==> config.mk <==
export PLATFORM = sky130hd
export DESIGN_NAME = mailbox_ring_deque
export DESIGN_NICKNAME = d
export VERILOG_FILES = /design/src/design/mrd_pkg.sv /design/src/design/mailbox_ring_deque.sv
export VERILOG_INCLUDE_DIRS = /design/src /design/src/design
export SDC_FILE = /design/constraint.sdc
export NUM_CORES = 1
export LEC_CHECK = 0
export BUFFER_PORTS_ARGS = -buffer_cell sky130_fd_sc_hd__buf_2
export CAP_MARGIN = 20
export CORE_MARGIN = 4
export CORE_UTILIZATION = 40
export CTS_BUF_LIST = sky130_fd_sc_hd__clkbuf_4 sky130_fd_sc_hd__clkbuf_8 sky130_fd_sc_hd__clkbuf_16
export CTS_CLUSTER_DIAMETER = 40
export DETAILED_ROUTE_END_ITERATION = 16
export GPL_TIMING_DRIVEN = 0
export PLACE_DENSITY = 0.55
export REMOVE_ABC_BUFFERS = 1
export SYNTH_ARGS = -nofsm -noshare
export SYNTH_HDL_FRONTEND = slang
export SYNTH_SLANG_ARGS = --single-unit
==> constraint.sdc <==
create_clock -name i_clk -period 4.8 [get_ports i_clk]
set_clock_uncertainty 0.15 [all_clocks]
set_input_delay 0.24 -clock i_clk [delete_from_list [all_inputs] [get_ports i_clk]]
set_output_delay 0.24 -clock i_clk [all_outputs]
set_load 0.005 [all_outputs]
==> src/design/mailbox_ring_deque_macros.svh <==
// assertion macros for the mailbox ring deque
// expects i_clk and i_rst_n in the scope of use
`ifndef MAILBOX_RING_DEQUE_MACROS_SVH
`define MAILBOX_RING_DEQUE_MACROS_SVH

// same-cycle implication, checked out of reset
`define MRD_ASSERT_NOW(label, ante, cons, msg) \
    label: assert property (@(posedge i_clk) disable iff (!i_rst_n) (ante) |-> (cons)) \
        else $error(msg);

// next-cycle implication, checked out of reset
`define MRD_ASSERT_NEXT(label, ante, cons, msg) \
    label: assert property (@(posedge i_clk) disable iff (!i_rst_n) (ante) |=> (cons)) \
        else $error(msg);

`endif

==> src/design/mrd_pkg.sv <==
// shared types and constants for the mailbox ring deque
// no dependencies
package mrd_pkg;

    localparam int MRD_DEPTH = 16;
    localparam int CAP_W     = 5;
    localparam int MSG_W     = 32;
    localparam int FILL_W    = 5;

    localparam logic [CAP_W-1:0] CAP_RESET = CAP_W'(16);

    typedef enum logic [1:0] {
        OP_SEND_BACK  = 2'd0,
        OP_SEND_FRONT = 2'd1,
        OP_GET        = 2'd2,
        OP_FLUSH      = 2'd3
    } t_op;

    typedef enum logic [1:0] {
        ST_OK    = 2'd0,
        ST_EMPTY = 2'd1,
        ST_FULL  = 2'd2
    } t_status;

    typedef struct packed {
        t_op              opcode;
        logic [MSG_W-1:0] message_in;
    } t_in_word;

    typedef struct packed {
        t_status           status;
        logic [MSG_W-1:0]  message_out;
        logic [FILL_W-1:0] fill_count;
    } t_out_word;

endpackage

==> src/design/mailbox_ring_deque.sv <==
// mailbox ring deque top level: slot memory, pointers, count and result pipeline
// depends on mrd_pkg and mailbox_ring_deque_macros.svh
//
// One operation (send to back, send to front, get, flush) is taken per cycle on
// the input channel unless o_in_stall is high, and each produces exactly one
// result word, via the stage-1 and output registers. Pointers and count update at
// the accepting edge; the slot memory has a single registered read port addressed
// by the read pointer, and its read data joins the result one stage later.
// Capacity must be written on the configuration port while the block is idle;
// the block does not enforce it. Zero acts as one, values above DEPTH as DEPTH.
// Slot contents are undefined until written: no clearing pass.
`include "mailbox_ring_deque_macros.svh"

module mailbox_ring_deque #(
    parameter int DEPTH = mrd_pkg::MRD_DEPTH
) (
    input  logic                     i_clk,
    input  logic                     i_rst_n,
    input  logic                     i_cfg_valid,
    output logic                     o_cfg_ready,
    input  logic [mrd_pkg::CAP_W-1:0] i_cfg_data,
    input  logic                     i_in_valid,
    output logic                     o_in_stall,
    input  mrd_pkg::t_in_word        i_in_data,
    output logic                     o_out_valid,
    input  logic                     i_out_stall,
    output mrd_pkg::t_out_word       o_out_data
);
    import mrd_pkg::*;

    localparam int PTR_W = $clog2(DEPTH);
    localparam int CNT_W = $clog2(DEPTH + 1);
    localparam int CMP_W = (CNT_W > CAP_W) ? CNT_W : CAP_W;

    logic [MSG_W-1:0] r_slots [DEPTH];
    logic [MSG_W-1:0] r_rd;

    logic [CAP_W-1:0] r_capacity;
    logic [PTR_W-1:0] r_head, n_head;
    logic [PTR_W-1:0] r_tail, n_tail;
    logic [CNT_W-1:0] r_held, n_held;

    logic              r_s1_v;
    t_status           r_s1_status, n_s1_status;
    logic              r_s1_take, n_s1_take;
    logic [FILL_W-1:0] r_s1_fill;

    logic      r_out_v;
    t_out_word r_out;

    logic             accept;
    logic             advance;
    logic             wr_en;
    logic [PTR_W-1:0] wr_addr;
    logic [CMP_W-1:0] cap_raw;
    logic [CMP_W-1:0] cap_sat;
    logic [CNT_W-1:0] cap;
    logic             full;
    logic [CNT_W-1:0] head_inc;
    logic [CNT_W-1:0] tail_inc;
    logic [PTR_W-1:0] head_fwd;
    logic [PTR_W-1:0] head_back;
    logic [PTR_W-1:0] tail_fwd;

    assign advance     = !r_out_v || !i_out_stall;
    assign o_in_stall  = r_s1_v && !advance;
    assign accept      = i_in_valid && !o_in_stall;
    assign o_cfg_ready = 1'b1;
    assign o_out_valid = r_out_v;
    assign o_out_data  = r_out;

    // effective capacity
    always_comb begin
        cap_raw = CMP_W'(r_capacity);
        if (cap_raw == '0) begin
            cap_sat = CMP_W'(1);
        end else if (cap_raw > CMP_W'(DEPTH)) begin
            cap_sat = CMP_W'(DEPTH);
        end else begin
            cap_sat = cap_raw;
        end
        cap = CNT_W'(cap_sat);
    end

    assign full      = r_held >= cap;
    assign head_inc  = CNT_W'(r_head) + CNT_W'(1);
    assign tail_inc  = CNT_W'(r_tail) + CNT_W'(1);
    assign head_fwd  = (head_inc >= cap) ? '0 : PTR_W'(head_inc);
    assign tail_fwd  = (tail_inc >= cap) ? '0 : PTR_W'(tail_inc);
    assign head_back = (r_head == '0) ? PTR_W'(cap - CNT_W'(1)) : r_head - PTR_W'(1);

    always_comb begin
        n_head      = r_head;
        n_tail      = r_tail;
        n_held      = r_held;
        n_s1_status = ST_OK;
        n_s1_take   = 1'b0;
        wr_en       = 1'b0;
        wr_addr     = r_tail;
        case (i_in_data.opcode)
            OP_SEND_BACK: begin
                if (full) begin
                    n_s1_status = ST_FULL;
                end else begin
                    wr_en  = 1'b1;
                    n_tail = tail_fwd;
                    n_held = r_held + CNT_W'(1);
                end
            end
            OP_SEND_FRONT: begin
                if (full) begin
                    n_s1_status = ST_FULL;
                end else begin
                    wr_en   = 1'b1;
                    wr_addr = head_back;
                    n_head  = head_back;
                    n_held  = r_held + CNT_W'(1);
                end
            end
            OP_GET: begin
                if (r_held == '0) begin
                    n_s1_status = ST_EMPTY;
                end else begin
                    n_s1_take = 1'b1;
                    n_head    = head_fwd;
                    n_held    = r_held - CNT_W'(1);
                end
            end
            default: begin
                n_head = '0;
                n_tail = '0;
                n_held = '0;
            end
        endcase
    end

    // slot memory
    always_ff @(posedge i_clk) begin
        if (accept && wr_en) begin
            r_slots[wr_addr] <= i_in_data.message_in;
        end
        if (accept) begin
            r_rd <= r_slots[r_head];
        end
    end

    always_ff @(posedge i_clk) begin
        if (!i_rst_n) begin
            r_capacity <= CAP_RESET;
            r_head     <= '0;
            r_tail     <= '0;
            r_held     <= '0;
            r_s1_v     <= 1'b0;
            r_out_v    <= 1'b0;
        end else begin
            if (i_cfg_valid && o_cfg_ready) begin
                r_capacity <= i_cfg_data;
            end
            if (accept) begin
                r_head <= n_head;
                r_tail <= n_tail;
                r_held <= n_held;
            end
            if (advance) begin
                r_out_v <= r_s1_v;
            end
            if (advance || !r_s1_v) begin
                r_s1_v <= accept;
            end
        end
    end

    always_ff @(posedge i_clk) begin
        if (accept) begin
            r_s1_status <= n_s1_status;
            r_s1_take   <= n_s1_take;
            r_s1_fill   <= FILL_W'(n_held);
        end
        if (advance && r_s1_v) begin
            r_out.status      <= r_s1_status;
            r_out.message_out <= r_s1_take ? r_rd : '0;
            r_out.fill_count  <= r_s1_fill;
        end
    end

    `MRD_ASSERT_NOW(a_held_bound, 1'b1, r_held <= CNT_W'(DEPTH), "count above depth")
    `MRD_ASSERT_NEXT(a_flush_clears, accept && i_in_data.opcode == OP_FLUSH, r_held == '0 && r_head == '0 && r_tail == '0, "flush did not clear")
    `MRD_ASSERT_NOW(a_empty_fill, r_out_v && r_out.status == ST_EMPTY, r_out.fill_count == '0 && r_out.message_out == '0, "empty result with data")
    `MRD_ASSERT_NOW(a_stall_full, o_in_stall, r_s1_v && r_out_v && i_out_stall, "input stalled with room")

endmodule

==> results of run 1 <==
[synthesized netlist by cell type, types with 4 or more instances]
library cell,number,area (um^2)
nand2b_1,6,37.54
nor2b_1,7,43.79
buf_6,5,56.30
nand3_1,13,65.06
nand4_1,5,31.28
o21ai_0,11,55.05
inv_1,16,60.06
buf_12,4,80.08
a31oi_1,8,50.05
and2_1,35,219.0
nor3_1,7,35.03
a21oi_1,10,50.05
a32o_1,4,40.04
nor2_1,17,63.81
edfxtp_1,591,17750
mux4_2,160,3603
o211ai_1,6,45.04
mux2i_1,5,50.05
nand2_1,21,78.83
buf_2,14,70.07
dfxtp_1,20,400.4
o22ai_1,16,100.1
ha_1,25,312.8
clkbuf_1,25,93.84
[critical path: stages (launching register included)]
cell,delay (ns)
dfxtp_1,0.35
nor3_1,0.18
nor2_1,0.09
nor2_1,0.22
ha_1,0.27
nand2b_1,0.18
a31o_2,0.30
a21oi_2,0.62
nand4_1,0.62
o22ai_4,0.76
buf_16,0.24
buf_16,0.17
[power groups by stage]
stage	clock network [mW]	registers, mW	logic (mW)
after detailed placement	0	6.09	0.486
after global placement	0	6.14	0.428
after global routing	7.43	5.99	0.557
after CTS	7.18	5.98	0.523
final	7.03	5.98	0.511
after floorplan	0	6.11	0.248
[per-layer routing]
| metal | global-route usage, % | share of wire [%] | up-vias |
|---|---|---|---|
| met1 | 24.09 | 44 | 6198 |
| met2 | 28.02 | 49 | 328 |
| li1 | - | - | 5105 |
| met5 | 0 | 0 | - |
| met3 | 3.488 | 4.6 | 107 |
| met4 | 5.044 | 2.5 | 0 |
[area by class of cell]
type | instances | share of cell area (%)
diodes | 1 | 0.008343
repair buffers | 175 | 6.207
inverters | 18 | 0.2336
flip-flops and latches | 611 | 60.54
clock inverters | 72 | 2.916
clock buffers | 106 | 8.259
well taps | 773 | 3.224
multi-input cells | 414 | 18.61
[registers in the layout (all words and copies together), names as in the netlist]
signal       cells
r_s1_take        1
cap_raw          5
r_s1_fill        5
o_out_valid      1
r_rd            32
r_held           5
r_s1_status      2
r_head           4
r_s1_v           1
o_out_data      39
r_slots        512
r_tail           4
[path summary, 6_finish.rpt]
| path | endpoint | cells past startpoint | from | slack, ns |
|---|---|---|---|---|
| worst max register to register | r_slots[1][23]$_DFFE_PP_ | 11 | cap_raw[2]$_SDFFE_PN0P_ | 0.35 |
| worst min-delay path | r_s1_take$_SDFFCE_PN0P_ | 3 | i_in_data[33] | 0.21 |
| worst min register to register | o_out_data[4]$_DFFE_PP_ | 0 | r_s1_fill[4]$_DFFE_PP_ | 0.27 |
| worst max-delay path | r_slots[1][23]$_DFFE_PP_ | 11 | cap_raw[2]$_SDFFE_PN0P_ | 0.35 |
[logic make-up after synthesis]
kind of cell / share of synthesized area, %
flops: 76.00
fa+ha+maj: 1.310
simple gates: 3.018
mux: 15.30
other cells: 0.01571
xor+xnor: 0.2201
buf+inv: 1.588
compound gates: 2.542
==> results.json, run 1 <==
{
  "status": "completed",
  "yosys_register_bits": 611,
  "clkSlewWorstSetupHoldPaths_ns": 0.05,
  "h-tree-depth": 3,
  "grt_pass1_wl_mm": 80.83,
  "timing.final.ws_setup_ns": 0.3472,
  "irDropWorstVdd_v": 0.0003642,
  "clockBufferDepth": 3,
  "critPathLaunchType": "register",
  "die_area_mm2": 0.06367,
  "vias_per_cell": 5.409,
  "worst_skew_pair.late_latency_ns": 0.64,
  "fin_total_pwr_mw": 13.52,
  "vias": 11740,
  "fin_crit_sh_pct": 92.77,
  "fmax_ghz": 0.2246,
  "seqPwrFrac_pct": 44.2,
  "synth_area_per_cell_um2": 21.85,
  "relSlewSlack_pct": 40.90,
  "antenna_found_initial": 1,
  "layout_common_cells": "edfxtp_1 (591), mux4_2 (160), clkbuf_16 (96)",
  "cp.required_ns": 4.99,
  "die_h_um": 252.3,
  "clock_sinks": 611,
  "rsz0062_at_grt": "no",
  "layout-drive-gt1-share_pct": 35.10,
  "area_delta_synth_final_pct": 25.62,
  "wl_per_cell_um": 24.98,
  "final_core_util_pct": 50.82,
  "synth_cells": 1093,
  "finalCriticalPeriod_ns": 4.453,
  "setup_violations": 0,
  "fp.dieW_um": 252.3,
  "post-cts-setup-buffers": 0,
  "cts.hold.buffers_added": 48,
  "layout.cells.non_filler": 2170,
  "crit_path_end_kind": "register",
  "worst_slew_pin_slew_ns": 0.8865,
  "tritoncts": "yes",
  "whs_ns": 0.2079,
  "dp_hpwl_mm": 32.07,
  "final_nets": 1384,
  "power_density_mw_per_mm2": 450.8,
  "worstPathMaxFanout": 16,
  "drc_errors": 0,
  "io_buffers": 84,
  "gr-usage-all-layers_pct": 17.29,
  "core_mm2": 0.05902,
  "nFillCells": 4726,
  "overflow": 0,
  "synthFlopType": "edfxtp_1",
  "synth_edf_count": 591,
  "placement_rows": 89,
  "slew_viol_final": 0,
  "syn_area_mm2": 0.02388,
  "crit_arrival_ns": 4.64,
  "routed_wl_mm": 54.21,
  "placedCellCount": 1943,
  "p_sw_mw": 2.871,
  "dr.pass1.iters": 5,
  "start_util_pct": 40.46,
  "yosysWarnings": 0,
  "finalHoldViolCount": 0,
  "setup_tns_ns": 0,
  "cts_resized": 0,
  "dpl_cell_area_mm2": 0.02616,
  "cts-root-buf": "clkbuf_16",
  "cts_made_buffers": 95,
  "path_class": "register to register",
  "hp-class": "input port to register",
  "grt_start_max_net_pins": 53,
  "layout_commonest_cell": "edfxtp_1",
  "regArea_mm2": 0.01816,
  "routabilityCongestion": 0.7971,
  "final_antenna_net_count": 0,
  "drtIter0Drc": 836,
  "first_global_vias": 12310,
  "ys_seq_area_share_pct": 76.00,
  "power_leakage_nw": 9.702,
  "ys_async_sr_fraction_pct": 0,
  "clockPowerShare_pct": 52.0,
  "p_comb_share_pct": 3.8,
  "internal-power_mw": 10.65,
  "stdcell_area_mm2": 0.03000,
  "switching_share_pct": 21.24,
  "ys_types": 62,
  "maxCapViolCount": 0,
  "multi_input_area_mm2": 0.005582,
  "post-place-ws_ns": 0.3109,
  "pin_count": 86
}
Note: power is estimated with default switching activity, not from simulation.
==> inputs of run 2 (changes only) <==
--- a/config.mk
+++ b/config.mk
@@ -8,13 +8,15 @@
 export LEC_CHECK = 0
 export BUFFER_PORTS_ARGS = -buffer_cell sky130_fd_sc_hd__buf_2
 export CAP_MARGIN = 20
+export CELL_PAD_IN_SITES_DETAIL_PLACEMENT = 1
+export CELL_PAD_IN_SITES_GLOBAL_PLACEMENT = 1
 export CORE_MARGIN = 4
-export CORE_UTILIZATION = 40
+export CORE_UTILIZATION = 49
 export CTS_BUF_LIST = sky130_fd_sc_hd__clkbuf_4 sky130_fd_sc_hd__clkbuf_8 sky130_fd_sc_hd__clkbuf_16
 export CTS_CLUSTER_DIAMETER = 40
 export DETAILED_ROUTE_END_ITERATION = 16
 export GPL_TIMING_DRIVEN = 0
-export PLACE_DENSITY = 0.55
+export PLACE_DENSITY = 0.72
 export REMOVE_ABC_BUFFERS = 1
 export SYNTH_ARGS = -nofsm -noshare
 export SYNTH_HDL_FRONTEND = slang
==> run 2 against run 1 <==
Net effect: sequential power about the same; power down 4.1%; clock-buffer cell count fell by 10; global-route usage grew 5.5 points; register-to-register slack worse by 0.09 ns; die area decreased by 18%; flip-flop and latch count did not move; critical path depth is 1 higher; cell area down 1.3%; hold slack worse by 0.060 ns; critical endpoint is now r_slots[3][22]$_DFFE_PP_.
==> results.json, run 2 (same netlist as run 1, synthesis figures left out) <==
{
  "io_buffers": 84,
  "power_density_mw_per_mm2": 437.9,
  "crit_chain": "buf_16, inv_1, ha_1, or3b_1, o31ai_4, inv_2, ha_1, nor2b_1, nand3_1, o22ai_4, buf_16, buf_16",
  "layout_common_cells": "edfxtp_1 (591), mux4_2 (160), clkbuf_16 (88)",
  "maxCapViolCount": 0,
  "final_antenna_net_count": 0,
  "dr.pass1.iters": 6,
  "setup_tns_ns": 0,
  "cts-root-buf": "clkbuf_16",
  "routabilityCongestion": 0.8006,
  "cts_made_buffers": 86,
  "final_core_util_pct": 61.74,
  "post-place-ws_ns": -0.2636,
  "antenna_cells": 0,
  "cpMostUsedCell": "buf_16",
  "area_delta_synth_final_pct": 23.98,
  "clkSlewWorstSetupHoldPaths_ns": 0.06,
  "r2r_end": "r_slots[3][22]$_DFFE_PP_",
  "status": "completed",
  "placedCellCount": 1779,
  "fp.dieW_um": 228.7,
  "r2r_start": "r_head[0]$_SDFFE_PN0P_",
  "min_from": "i_in_data[33]",
  "core_mm2": 0.04795,
  "internal-power_mw": 10.21,
  "fin_crit_sh_pct": 94.68,
  "start_util_pct": 49.80,
  "hp-class": "input port to register",
  "placement_rows": 80,
  "tritoncts": "yes",
  "nFillCells": 3917,
  "critPathTopFamily": "simple AND/OR/NAND/NOR gates",
  "regMostFlops": "r_slots",
  "gr-usage-all-layers_pct": 22.78,
  "p_sw_mw": 2.755,
  "h-tree-depth": 3,
  "whs_path_depth": 3,
  "r2r_slack_ns": 0.26,
  "vias_per_cell": 6.009,
  "relSlewSlack_pct": 42.01,
  "die_h_um": 228.7,
  "dp_hpwl_mm": 33.49,
  "irDropWorstVdd_v": 0.0003633,
  "reg2reg_depth": 12,
  "first_global_vias": 13250,
  "critPathLaunchType": "register",
  "worstHoldEndpoint": "r_s1_take$_SDFFCE_PN0P_",
  "finalCriticalPeriod_ns": 4.545,
  "worstPathMaxFanout": 38,
  "fin_total_pwr_mw": 12.96,
  "grt_pass1_wl_mm": 87.75,
  "final_nets": 1390,
  "antenna_found_initial": 2,
  "rsz0062_at_grt": "no",
  "slowest_delay_ns": 0.50,
  "finalHoldViolCount": 0,
  "wl_per_cell_um": 29.22,
  "drc_errors": 0,
  "drtIter0Drc": 1232,
  "power_leakage_nw": 9.647,
  "worst_slew_pin_slew_ns": 0.8699,
  "worst_skew_pair.late_latency_ns": 0.64,
  "grt_start_max_net_pins": 60,
  "die_area_mm2": 0.05232,
  "layout-drive-gt1-share_pct": 34.77,
  "setup_violations": 0,
  "routed_wl_mm": 58.65,
  "largest_reg_flops": 512,
  "vias": 12060,
  "overflow": 0,
  "pin_count": 86,
  "clockBufferDepth": 3,
  "path_class": "register to register",
  "timing.final.ws_setup_ns": 0.2553,
  "cp.required_ns": 4.98,
  "switching_share_pct": 21.25,
  "layout.cells.non_filler": 2007,
  "crit_path_end_kind": "register",
  "path_buf_inv": 5,
  "clockPowerShare_pct": 49.7,
  "clock_sinks": 611,
  "critPathSlowestCell": "or3b_1",
  "p_comb_share_pct": 4.1,
  "fmax_ghz": 0.2200,
  "crit_arrival_ns": 4.73,
  "slew_viol_final": 0,
  "seqPwrFrac_pct": 46.1,
  "layout_commonest_cell": "edfxtp_1"
}
## run 2: cell types whose count changed in the layout (fill, tap and decap cells not counted), sizes merged
| cell | change |
|---|---|
| clkinvlp | -4 |
| buf | +15 |
| diode | -1 |
| clkbuf | -10 |
| clkinv | -7 |
| inv | +4 |
| bufinv | -2 |
## run 2: worst min-delay path, cell delays in order
cell and delay [ns]:
buf_2 0.11, ha_1 0.27, and2_4 0.20
## run 2: metal layers
| metal | GRT usage [%] | wire (um) |
|---|---|---|
| met4 | 6.295 | 1158 |
| met1 | 30.02 | 23030 |
| met2 | 39.58 | 31190 |
| met5 | 0 | 0 |
| met3 | 3.963 | 3265 |
## run 2: worst max path at each step
stage | from | endpoint | cells past startpoint
6_report | r_head[0]$_SDFFE_PN0P_ | r_slots[3][22]$_DFFE_PP_ | 12
5_1_grt | r_head[0]$_SDFFE_PN0P_ | r_slots[3][4]$_DFFE_PP_ | 12
4_1_cts | r_head[0]$_SDFFE_PN0P_ | r_slots[9][16]$_DFFE_PP_ | 12
3_5_place_dp | r_head[0]$_SDFFE_PN0P_ | r_slots[10][5]$_DFFE_PP_ | 12
2_1_floorplan | r_head[0]$_SDFFE_PN0P_ | r_slots[10][0]$_DFFE_PP_ | 10
3_3_place_gp | r_head[0]$_SDFFE_PN0P_ | r_slots[10][5]$_DFFE_PP_ | 10
## run 2: cell type report
type | count | area, um^2 | area share (%)
clock inverter | 63 | 706.9 | 2.388
clock buffer | 96 | 2262 | 7.642
tap | 615 | 769.5 | 2.599
timing repair buffer | 190 | 2047 | 6.915
inverter | 18 | 67.56 | 0.2282
multi-input combinational | 414 | 5590 | 18.88
sequential | 611 | 18160 | 61.34
## run 2: power groups by stage
stage / clock [mW] / combinational, mW / sequential, mW
6_report: 6.45 / 0.533 / 5.98
3_5_place_dp: 0 / 0.486 / 6.09
3_3_place_gp: 0 / 0.421 / 6.14
2_1_floorplan: 0 / 0.248 / 6.11
4_1_cts: 6.56 / 0.528 / 5.98
5_1_grt: 6.85 / 0.577 / 5.98
## run 2: through the flow
step                cell area, um^2  hold slack (ns)
floorplan                     23570           0.1886
global placement              24760           0.2515
detailed placement            25940           0.2616
CTS                           29570           0.1075
global route                  29600           0.1634
finish                        29600           0.1478
## run 2: timing repair
action                                 CTS  global route
buffers inserted                        20             1
gates resized for setup                  0             1
pin swaps                               12             0
hold buffers                            48             0
endpoints found under the hold margin  532             0
setup endpoints to repair              272           465
==> inputs of run 3 (changes only) <==
--- a/config.mk
+++ b/config.mk
@@ -18,6 +18,7 @@
 export GPL_TIMING_DRIVEN = 0
 export PLACE_DENSITY = 0.72
 export REMOVE_ABC_BUFFERS = 1
+export SETUP_SLACK_MARGIN = 0.4
 export SYNTH_ARGS = -nofsm -noshare
 export SYNTH_HDL_FRONTEND = slang
 export SYNTH_SLANG_ARGS = --single-unit
==> run 3 against run 2 <==
Net effect: first-iteration DRC count increased by 0.57%; via count increased by 0.27%; wire length increased by 0.62%; critical path depth unchanged; cell count increased by 0.50%; critical path type unchanged.
==> results.json, run 3 (same netlist as run 1, synthesis figures left out) <==
{
  "cp.required_ns": 4.98,
  "maxCapViolCount": 0,
  "routed_wl_mm": 59.01,
  "multi_input_area_mm2": 0.005615,
  "path_class": "register to register",
  "clockBufferDepth": 3,
  "internal-power_mw": 10.22,
  "drc_errors": 0,
  "area_delta_synth_final_pct": 24.51,
  "dp_hpwl_mm": 33.49,
  "layout-drive-gt1-share_pct": 35.45,
  "dpl_cell_area_mm2": 0.02594,
  "clockPowerShare_pct": 49.7,
  "crit_chain": "buf_16, inv_1, ha_1, or3b_1, o31ai_4, inv_2, ha_1, nor2b_1, nand3_2, o22ai_4, buf_16, buf_16",
  "critPathLaunchType": "register",
  "die_area_mm2": 0.05232,
  "irDropWorstVdd_v": 0.0003614,
  "setup_violations": 0,
  "tritoncts": "yes",
  "regArea_mm2": 0.01816,
  "layout_common_cells": "edfxtp_1 (591), mux4_2 (160), clkbuf_16 (88)",
  "antenna_found_initial": 2,
  "critPathSlowestCell": "dfxtp_4",
  "crit_path_end_kind": "register",
  "finalHoldViolCount": 0,
  "gr-usage-all-layers_pct": 22.89,
  "core_mm2": 0.04795,
  "rsz0062_at_grt": "no",
  "fp.dieW_um": 228.7,
  "clkSlewWorstSetupHoldPaths_ns": 0.06,
  "fin_crit_sh_pct": 89.60,
  "finalCriticalPeriod_ns": 4.301,
  "r2r_slack_ns": 0.50,
  "power_leakage_nw": 9.715,
  "cts_made_buffers": 86,
  "fmax_ghz": 0.2325,
  "r2r_start": "r_head[1]$_SDFFE_PN0P_",
  "final_nets": 1400,
  "grt_pass1_wl_mm": 88.18,
  "cts-root-buf": "clkbuf_16",
  "nFillCells": 3906,
  "dr.pass1.iters": 5,
  "setup_tns_ns": 0,
  "stdcell_area_mm2": 0.02973,
  "regMostFlops": "r_slots",
  "final_antenna_net_count": 0,
  "reg2reg_depth": 12,
  "path_buf_inv": 5,
  "vias_per_cell": 5.995,
  "antenna_cells": 0,
  "critPathTopFamily": "simple AND/OR/NAND/NOR gates",
  "overflow": 0,
  "layout_commonest_cell": "edfxtp_1",
  "final_core_util_pct": 62.00,
  "crit_start": "r_head[1]$_SDFFE_PN0P_",
  "drtIter0Drc": 1239,
  "worst_skew_pair.late_latency_ns": 0.63,
  "power_density_mw_per_mm2": 436.3,
  "min_from": "i_in_data[33]",
  "switching_share_pct": 21.23,
  "slew_viol_final": 0,
  "h-tree-depth": 3,
  "status": "completed",
  "first_global_vias": 13280,
  "io_buffers": 84,
  "start_util_pct": 49.80,
  "worstPathMaxFanout": 49,
  "routabilityCongestion": 0.8006,
  "pin_count": 86,
  "r2r_end": "r_slots[3][22]$_DFFE_PP_",
  "clock_sinks": 611,
  "grt_start_max_net_pins": 60,
  "relSlewSlack_pct": 42.95,
  "hp-class": "input port to register",
  "largest_reg_flops": 512,
  "crit_arrival_ns": 4.48,
  "die_h_um": 228.7,
  "wl_per_cell_um": 29.25,
  "slowest_delay_ns": 0.48,
  "p_sw_mw": 2.753,
  "seqPwrFrac_pct": 46.1,
  "p_comb_share_pct": 4.2,
  "worstHoldEndpoint": "r_s1_take$_SDFFCE_PN0P_",
  "placement_rows": 80,
  "cpMostUsedCell": "buf_16",
  "vias": 12090,
  "worst_slew_pin_slew_ns": 0.8536,
  "whs_path_depth": 3
}
-- run 3: worst min-delay path, delay by kind of cell --
family / cells / cell delay (ns)
and+or+nand+nor: 1 / 0.20
adders and majority gates: 1 / 0.27
buffers and inverters: 1 / 0.11
-- run 3: how the worst max path moves through the flow --
stage,endpoint,slack (ns),depth (start not counted)
global placement,r_slots[10][5]$_DFFE_PP_,-10.31,10
CTS,r_slots[15][21]$_DFFE_PP_,0.42,12
floorplan,r_slots[10][0]$_DFFE_PP_,-4.79,10
detailed placement,r_slots[10][5]$_DFFE_PP_,-0.26,12
finish,r_slots[3][22]$_DFFE_PP_,0.50,12
global route,r_slots[3][4]$_DFFE_PP_,0.36,12
-- run 3: power groups by stage --
stage / logic (mW) / registers, mW / clock network (mW)
2_1_floorplan: 0.248 / 6.11 / 0
3_3_place_gp: 0.421 / 6.14 / 0
3_5_place_dp: 0.486 / 6.09 / 0
4_1_cts: 0.534 / 5.98 / 6.56
5_1_grt: 0.593 / 5.98 / 6.84
6_report: 0.548 / 5.98 / 6.44
-- run 3: area by class of cell --
| cell class | instances | share of cell area [%] |
|---|---|---|
| clock inverter | 63 | 2.378 |
| multi-input combinational | 414 | 18.89 |
| inverter | 18 | 0.2273 |
| timing repair buffer | 200 | 7.222 |
| sequential | 611 | 61.09 |
| tap | 615 | 2.588 |
| clock buffer | 96 | 7.609 |
-- run 3: timing repair --
item                       4_1_cts  5_1_grt
hold buffers                    48        0
gates resized for setup          1        4
buffers inserted                22        9
setup endpoints to repair      510      482
pin swaps                       14        3
hold endpoints to repair       532        0
-- run 3: routing by layer --
layer / GRT usage, % / vias up / share of wire [%] / wire [um]
met5: 0 / - / 0 / 0
met4: 6.372 / 0 / 1.9 / 1111
met3: 4.100 / 88 / 5.4 / 3159
met2: 39.90 / 421 / 53 / 31550
met1: 29.94 / 6481 / 39 / 23190
li1: - / 5102 / - / -
-- run 3: stage by stage --
step	worst slack (ns)	hold WS (ns)	power, mW	instances
after CTS	0.4194	0.1075	13.08	2008
after floorplan	-4.791	0.1886	6.356	1043
final	0.4994	0.1482	12.97	2017
after detailed placement	-0.2636	0.2616	6.577	1779
after global placement	-10.31	0.2515	6.562	1742
after global routing	0.3567	0.1634	13.42	2017
